File: src/hw/rtl/assert_macros.svh
// Assertion macros for the RTL of the lookup block.
`ifndef ASSERT_MACROS_SVH
`define ASSERT_MACROS_SVH

// Same-cycle implication, sampled on clk, off while arst_n is low.
`define ASSERT_SAME(lbl, pre, post, msg) \
	lbl: assert property (@(posedge clk) disable iff (!arst_n) (pre) |-> (post)) \
		else $error(msg);

// Next-cycle implication, sampled on clk, off while arst_n is low.
`define ASSERT_NEXT(lbl, pre, post, msg) \
	lbl: assert property (@(posedge clk) disable iff (!arst_n) (pre) |=> (post)) \
		else $error(msg);

`endif

File: src/hw/rtl/salru_pkg.sv
// Shared constants, types and helpers of the set-associative LRU tag lookup.
package salru_pkg;

	localparam int SET_COUNT_DEF   = 16;
	localparam int NUM_WAYS_DEF    = 4;
	localparam int BLOCK_BYTES_DEF = 64;

	localparam int ADDR_W    = 32;
	localparam int WAY_OUT_W = 2;
	localparam int COUNT_W   = 32;

	typedef enum logic {
		ST_CLEAR,
		ST_RUN
	} lkp_state_t;

	// Floor of log2, elaboration use only.
	function automatic int floor_log2(input int v);
		int n;
		int r;
		n = 0;
		r = v;
		for (int i = 0; i < 32; i++) begin
			if (r > 1) begin
				r = r >> 1;
				n++;
			end
		end
		return n;
	endfunction

endpackage

File: src/hw/rtl/set_assoc_lru_tag_lookup.sv
// Top level of the set-associative tag lookup with true-LRU replacement.
`include "assert_macros.svh"

// Set-associative tag lookup with true-LRU replacement. Each transaction on
// the request channel carries one byte address; it is split into block
// offset, set index and tag, the tag is compared against every valid way of
// the set, and one response transaction returns hit, the way used (the way
// that hit or the way filled on a miss) and the wrapping access and hit
// totals including this lookup. Each set lives in one word of a synchronous
// set memory (tags, valid bits and LRU ranks side by side) with one read and
// one write port. A request is read from the set memory at the edge it is
// accepted; in the lookup stage the lookup, the victim choice and the rank
// update run, and when the stage advances the set word is written back
// while the result is loaded into the response register. The request is
// registered into the lookup stage and the result into the response
// register, and the sustained rate is one transaction per cycle while no
// response is stalled: a read of a set being written in the same cycle is
// forwarded from the write data. The response register stalls the lookup
// stage, and through it the request channel, only while a response waits
// and is stalled. After reset a clearing pass writes every set word, one
// set per cycle, so requests are stalled until the pass ends.
module set_assoc_lru_tag_lookup
	import salru_pkg::*;
#(
	parameter int SET_COUNT   = SET_COUNT_DEF,
	parameter int NUM_WAYS    = NUM_WAYS_DEF,
	parameter int BLOCK_BYTES = BLOCK_BYTES_DEF
) (
	input  logic                 clk,
	input  logic                 arst_n,
	input  logic                 req_valid,
	output logic                 req_stall,
	input  logic [ADDR_W-1:0]    address,
	output logic                 rsp_valid,
	input  logic                 rsp_stall,
	output logic                 hit,
	output logic [WAY_OUT_W-1:0] way_used,
	output logic [COUNT_W-1:0]   access_total,
	output logic [COUNT_W-1:0]   hit_total
);

	localparam int OFF_W  = floor_log2(BLOCK_BYTES);
	localparam int IDX_W  = floor_log2(SET_COUNT);
	localparam int SET_AW = (IDX_W > 0) ? IDX_W : 1;
	localparam int TAG_W  = ADDR_W - OFF_W - IDX_W;
	localparam int WAY_W  = (NUM_WAYS > 1) ? $clog2(NUM_WAYS) : 1;
	localparam int RANK_W = WAY_W;
	localparam int WORD_W = NUM_WAYS * (TAG_W + 1 + RANK_W);

	localparam logic [SET_AW-1:0] SET_MASK = SET_AW'(SET_COUNT - 1);
	localparam logic [SET_AW-1:0] SET_LAST = SET_AW'(SET_COUNT - 1);
	localparam logic [RANK_W-1:0] RANK_MRU = RANK_W'(NUM_WAYS - 1);

	// Set memory: one word per set, {ranks, valid bits, tags}.
	logic [WORD_W-1:0] set_mem [SET_COUNT];

	lkp_state_t state_q, state_d;
	logic [SET_AW-1:0] clr_idx_q, clr_idx_d;
	logic clearing;

	logic req_acc;
	logic [SET_AW-1:0] req_idx;

	// Lookup stage.
	logic              valid_s1;
	logic [SET_AW-1:0] idx_s1;
	logic [TAG_W-1:0]  tag_s1;
	logic [WORD_W-1:0] rd_word_s1;
	logic              byp_s1;
	logic [WORD_W-1:0] byp_word_s1;
	logic              adv;

	// Write port.
	logic              wr_en;
	logic [SET_AW-1:0] wr_idx;
	logic [WORD_W-1:0] wr_word;

	// Response register and counters.
	logic                 rsp_valid_q;
	logic                 hit_q;
	logic [WAY_OUT_W-1:0] way_q;
	logic [COUNT_W-1:0]   acc_q;
	logic [COUNT_W-1:0]   hits_q;

	// Lookup logic.
	logic [WORD_W-1:0]                set_word;
	logic [NUM_WAYS-1:0][RANK_W-1:0]  cur_rank, new_rank;
	logic [NUM_WAYS-1:0]              cur_valid, new_valid;
	logic [NUM_WAYS-1:0][TAG_W-1:0]   cur_tag, new_tag;
	logic [NUM_WAYS-1:0][RANK_W-1:0]  clr_rank;
	logic                             hit_c;
	logic                             inv_found;
	logic [WAY_W-1:0]                 hit_way, inv_way, lru_way, chosen;
	logic [RANK_W-1:0]                old_rank;
	logic [NUM_WAYS-1:0]              mru_vec;

	// Sequencer: clearing pass after reset, then normal operation.
	always_ff @(posedge clk or negedge arst_n) begin
		if (!arst_n) begin
			state_q   <= ST_CLEAR;
			clr_idx_q <= '0;
		end else begin
			state_q   <= state_d;
			clr_idx_q <= clr_idx_d;
		end
	end

	always_comb begin
		state_d   = state_q;
		clr_idx_d = clr_idx_q;
		clearing  = 1'b0;
		case (state_q)
			ST_CLEAR: begin
				clearing  = 1'b1;
				clr_idx_d = clr_idx_q + SET_AW'(1);
				if (clr_idx_q == SET_LAST) begin
					state_d   = ST_RUN;
					clr_idx_d = '0;
				end
			end
			ST_RUN: begin
				clearing = 1'b0;
			end
			default: begin
				state_d = ST_CLEAR;
			end
		endcase
	end

	// Handshake: advance the lookup stage when the response register is
	// free or being drained; take a request when the stage is free or
	// advancing.
	assign adv       = valid_s1 && (!rsp_valid_q || !rsp_stall);
	assign req_stall = clearing || (valid_s1 && !adv);
	assign req_acc   = req_valid && !req_stall;
	assign req_idx   = SET_AW'(address >> OFF_W) & SET_MASK;

	// Set memory read, registered into the lookup stage.
	always_ff @(posedge clk) begin
		if (req_acc) begin
			rd_word_s1 <= set_mem[req_idx];
		end
	end

	// Set memory write: clearing pass or lookup write-back.
	always_ff @(posedge clk) begin
		if (wr_en) begin
			set_mem[wr_idx] <= wr_word;
		end
	end

	// Lookup stage registers. Capture the write data when the same set is
	// written at the edge of the read, since the read returns the old word.
	always_ff @(posedge clk or negedge arst_n) begin
		if (!arst_n) begin
			valid_s1 <= 1'b0;
		end else if (req_acc) begin
			valid_s1 <= 1'b1;
		end else if (adv) begin
			valid_s1 <= 1'b0;
		end
	end

	always_ff @(posedge clk) begin
		if (req_acc) begin
			idx_s1      <= req_idx;
			tag_s1      <= TAG_W'(address >> (OFF_W + IDX_W));
			byp_s1      <= wr_en && (wr_idx == req_idx);
			byp_word_s1 <= wr_word;
		end
	end

	// Tag compare, victim choice and rank update.
	always_comb begin
		set_word = byp_s1 ? byp_word_s1 : rd_word_s1;
		{cur_rank, cur_valid, cur_tag} = set_word;

		// Lowest matching way, lowest invalid way, way of rank zero.
		hit_c     = 1'b0;
		hit_way   = '0;
		inv_found = 1'b0;
		inv_way   = '0;
		lru_way   = '0;
		for (int w = NUM_WAYS - 1; w >= 0; w--) begin
			if (cur_valid[w] && (cur_tag[w] == tag_s1)) begin
				hit_c   = 1'b1;
				hit_way = WAY_W'(w);
			end
			if (!cur_valid[w]) begin
				inv_found = 1'b1;
				inv_way   = WAY_W'(w);
			end
			if (cur_rank[w] == '0) begin
				lru_way = WAY_W'(w);
			end
		end

		if (hit_c) begin
			chosen = hit_way;
		end else if (inv_found) begin
			chosen = inv_way;
		end else begin
			chosen = lru_way;
		end

		// Drop every rank above the chosen way's, then make it newest.
		old_rank  = cur_rank[chosen];
		new_valid = cur_valid;
		new_tag   = cur_tag;
		for (int w = 0; w < NUM_WAYS; w++) begin
			if (WAY_W'(w) == chosen) begin
				new_rank[w]  = RANK_MRU;
				new_valid[w] = 1'b1;
				if (!hit_c) begin
					new_tag[w] = tag_s1;
				end
			end else if (cur_rank[w] > old_rank) begin
				new_rank[w] = cur_rank[w] - RANK_W'(1);
			end else begin
				new_rank[w] = cur_rank[w];
			end
			mru_vec[w] = (new_rank[w] == RANK_MRU);
		end

		// Cleared word: all invalid, ranks in way order.
		for (int w = 0; w < NUM_WAYS; w++) begin
			clr_rank[w] = RANK_W'(w);
		end

		if (clearing) begin
			wr_en   = 1'b1;
			wr_idx  = clr_idx_q;
			wr_word = {clr_rank, {NUM_WAYS{1'b0}}, {(NUM_WAYS * TAG_W){1'b0}}};
		end else begin
			wr_en   = adv;
			wr_idx  = idx_s1;
			wr_word = {new_rank, new_valid, new_tag};
		end
	end

	// Response register and running totals. The totals only move when a
	// result is loaded, so they stand still while a response is stalled.
	always_ff @(posedge clk or negedge arst_n) begin
		if (!arst_n) begin
			rsp_valid_q <= 1'b0;
			acc_q       <= '0;
			hits_q      <= '0;
		end else begin
			if (adv) begin
				rsp_valid_q <= 1'b1;
				acc_q       <= acc_q + COUNT_W'(1);
				hits_q      <= hits_q + COUNT_W'(hit_c);
			end else if (!rsp_stall) begin
				rsp_valid_q <= 1'b0;
			end
		end
	end

	always_ff @(posedge clk) begin
		if (adv) begin
			hit_q <= hit_c;
			way_q <= WAY_OUT_W'(chosen);
		end
	end

	assign rsp_valid    = rsp_valid_q;
	assign hit          = hit_q;
	assign way_used     = way_q;
	assign access_total = acc_q;
	assign hit_total    = hits_q;

	`ASSERT_SAME(a_no_req_in_clear, clearing, req_stall, "request taken during clearing pass")
	`ASSERT_SAME(a_one_mru, adv && !clearing, $onehot(mru_vec), "rank update lost the single MRU way")
	`ASSERT_NEXT(a_adv_loads_rsp, adv, rsp_valid, "advanced lookup left no response")
	`ASSERT_NEXT(a_acc_step, adv, acc_q == $past(acc_q) + COUNT_W'(1), "access total did not step")
	`ASSERT_NEXT(a_hit_step, adv && hit_c, hits_q == $past(hits_q) + COUNT_W'(1), "hit total did not step")

endmodule
File: config.mk
export PLATFORM = sky130hd
export DESIGN_NAME = set_assoc_lru_tag_lookup
export DESIGN_NICKNAME = d
export VERILOG_FILES = /design/src/hw/rtl/salru_pkg.sv /design/src/hw/rtl/set_assoc_lru_tag_lookup.sv
export VERILOG_INCLUDE_DIRS = /design/src /design/src/hw/rtl
export SDC_FILE = /design/constraint.sdc
export NUM_CORES = 2
export LEC_CHECK = 0
export BUFFER_PORTS_ARGS = -buffer_cell sky130_fd_sc_hd__buf_4
export CAP_MARGIN = 20
export CORE_UTILIZATION = 55
export DETAILED_ROUTE_END_ITERATION = 10
export PLACE_DENSITY_LB_ADDON = 0.05
export SETUP_SLACK_MARGIN = 0.1
export SYNTH_ARGS = -nofsm -noshare
export SYNTH_HDL_FRONTEND = slang
export SYNTH_SLANG_ARGS = --single-unit
File: constraint.sdc
create_clock -name clk -period 15.5 [get_ports clk]
set_input_delay 2.325 -clock clk [delete_from_list [all_inputs] [get_ports clk]]
set_output_delay 2.325 -clock clk [all_outputs]
set_load 0.03 [all_outputs]
==> metrics.yaml <==
outcome:
  status: "complete, no violations"
yosys:
  synth_area_um2: 74600
  synth_nets: 3407
  yosysTopAreaCell: "edfxtp_1"
  yosys-top-cells-count: "edfxtp_1 (1830), mux4_2 (500), xnor2_1 (125)"
  postSynthCellCount: 3355
  ys_seq_elements: 1901
  synth-async-reset-ratio: 0.0373
  ys_types: 58
  synth-main-ff-cell: "edfxtp_1"
  synth_most_common_cell: "edfxtp_1"
  synth_top_area_frac: 0.736
  syn_avg_cell_area_um2: 22.2
  yosysWarnings: 0
  synth_edf_count: 1830
  yosysSeqAreaShare: 0.760
  synth.area.top_cells: "edfxtp_1 (74%), mux4_2 (15%), dfrtp_1 (2.4%), xnor2_1 (1.5%), mux2i_1 (1.4%)"
sta:
  fin_ws_ps: 8710
  tightest_slew_ps: 1140
  max_slew_margin: 0.237
  rsz0062_at_grt: "false"
  period_minus_slack_ps: 6790
  finalHoldViolCount: 0
  skew_ps: 24.8
  timing.hold.ws_ps: 473
  setup_viol: 0
  fmax_ghz: 0.147
  fin_crit_sh: 0.438
  slew_viol_final: 0
  fin_setup_tns_ps: 0
pwr:
  p_leak_nw: 27.2
  p_sw_w: 0.00263
  power_per_cell_area_nw_per_um2: 139
  p_int_w: 0.00901
  clock_power_share: 0.386
  ir_worst_vdd_v: 0.000113
  sw_frac_of_total: 0.226
  pwr-share-comb: 0.090
  seqPwrFrac: 0.524
floorplanning:
  dieHeight_um: 370
  die_w_um: 370
  ios: 105
  coreArea_um2: 134000
  die_area_um2: 137000
  start_util: 0.556
  num_rows: 134
placed_design:
  dpl_worst_slack_ps: 8420
  place_congestion: 0.840
  port_buffers: 98
  dp_hpwl_um: 87500
hold_path:
  hold_depth: 1
  hp-class: "reg2reg"
detailed_routing:
  drt-total-wl_um: 179000
  vias_per_cell: 6.46
  routedWlPerCell_um: 32.6
  drtAntennaViolNets: 0
  drt-initial-drc-count: 3871
  vias: 35500
  first_pass_iters: 6
  drc_errors: 0
setup_path:
  crit_arrival_ps: 7140
  r2r_cells: 15
  rrSetupSlack_ps: 8710
  cp-end-kind: "flop"
  cp_max_fo: 78
  crit_path_start_kind: "flop"
  critPathKind: "reg2reg"
  cp.required_ps: 15850
cts:
  cts_tree: "yes"
  clk_pin_slew_ps: 60
  cts_hold_buf: 0
  clock_latency_ps: 810
  clockRootBuffer: "clkbuf_16"
  cts_setup_buffers: 0
  cts_inserted_buffers: 188
  cts_resized: 0
  htreeDepth: 4
  clkSinkCount: 1901
  clk_path_buf_depth: 3
finish:
  final_layout_size_suffix_gt1_frac: 0.280
  num_antenna_cells: 0
  nets: 3627
  synthToLayoutAreaGrowth_pct: 12.5
global_route:
  grt_util_all_layers: 0.267
  antenna_found_initial: 2
  grt_max_degree: 153
  overflow: 0
  grt_pass1_wl_um: 258000
  grt_pass1_vias: 37100
flow_run:
  drv_cap: 0
-- metrics by stage --
step	utilization	area (um2)	std cells	power (W)
floorplan	-	74600	3355	0.00687
global placement	0.580	77800	5147	0.00720
detailed placement	0.580	77800	5147	0.00725
CTS	0.625	83900	5495	0.0117
global route	0.626	83900	5501	0.0120
finish	0.626	83900	5501	0.0116
-- path summary, 6_finish.rpt --
path,start,end
max in group asynchronous,arst_n,state_q
min in group asynchronous,arst_n,hit_total[30]
max reg2reg,byp_s1,set_mem[12][94]
min reg2reg,valid_s1,rsp_valid
min,valid_s1,rsp_valid
max,byp_s1,set_mem[12][94]
-- state kept, by name, indices dropped and copies added (netlist names) --
name,flops
hit,1
state_q,1
access_total,32
valid_s1,1
byp_s1,1
set_mem,1600
hit_total,32
clr_idx_q,4
byp_word_s1,100
way_used,2
tag_s1,22
rd_word_s1,100
idx_s1,4
rsp_valid,1
-- cell families (layout without fill, tap and decap cells) --
family	count (synthesis)	count (layout)	share of synthesized area
mux	655	655	0.174
compound gates	96	96	0.00976
flops	1901	1901	0.760
xor+xnor	158	158	0.0185
buf+inv	197	575	0.0121
simple gates	332	332	0.0224
fa+ha+maj	16	16	0.00268
-- layout make-up --
class	instances	area, um2
Multi-Input combinational cell	1257	17100
Timing Repair Buffer	209	1730
Clock inverter	100	951
Clock buffer	248	5100
Inverter	18	72.6
Tap cell	1768	2210
Fill cell	9078	50200
Sequential cell	1901	56700
-- cells in the final DEF, fill, tap and decap left out, types with 32 or more instances in the layout --
| cell type | n |
|---|---|
| dfrtp_1 | 70 |
| clkinv_1 | 40 |
| clkbuf_1 | 52 |
| clkbuf_16 | 196 |
| clkinv_2 | 32 |
| mux2i_1 | 105 |
| xnor2_1 | 125 |
| a221oi_1 | 42 |
| mux2_4 | 39 |
| xor2_1 | 33 |
| mux4_2 | 500 |
| edfxtp_1 | 1830 |
| nor2_1 | 99 |
| buf_4 | 194 |
| nand2_1 | 58 |
-- power by group through the flow --
stage	sequential (W)	combinational (W)	clock, W
2_1_floorplan	0.00622	0.000650	0
3_3_place_gp	0.00620	0.000998	0
3_5_place_dp	0.00621	0.00104	0
4_1_cts	0.00610	0.00105	0.00456
5_1_grt	0.00611	0.00113	0.00475
6_report	0.00610	0.00105	0.00449
-- per-layer routing --
layer / global-route usage / wire (um) / up-vias
li1: - / - / 14500
met1: 0.370 / 71300 / 19200
met2: 0.432 / 88000 / 1602
met3: 0.0526 / 14600 / 297
met4: 0.0833 / 5170 / 2
met5: 0.00245 / 48 / -
-- critical path, stage by stage (launching register included) --
cell      delay [ps]
edfxtp_1         380
buf_12           550
buf_4            760
mux2i_1          350
xnor2_1          200
nor4_1           390
nand4b_1         160
nor4_2           750
or3_1            670
mux2i_1          180
mux2i_1          450
ha_1             340
nor2b_1          130
o21ai_0          320
xnor2_1          180
nand3_1          430
(Power assumes the default switching activity.)
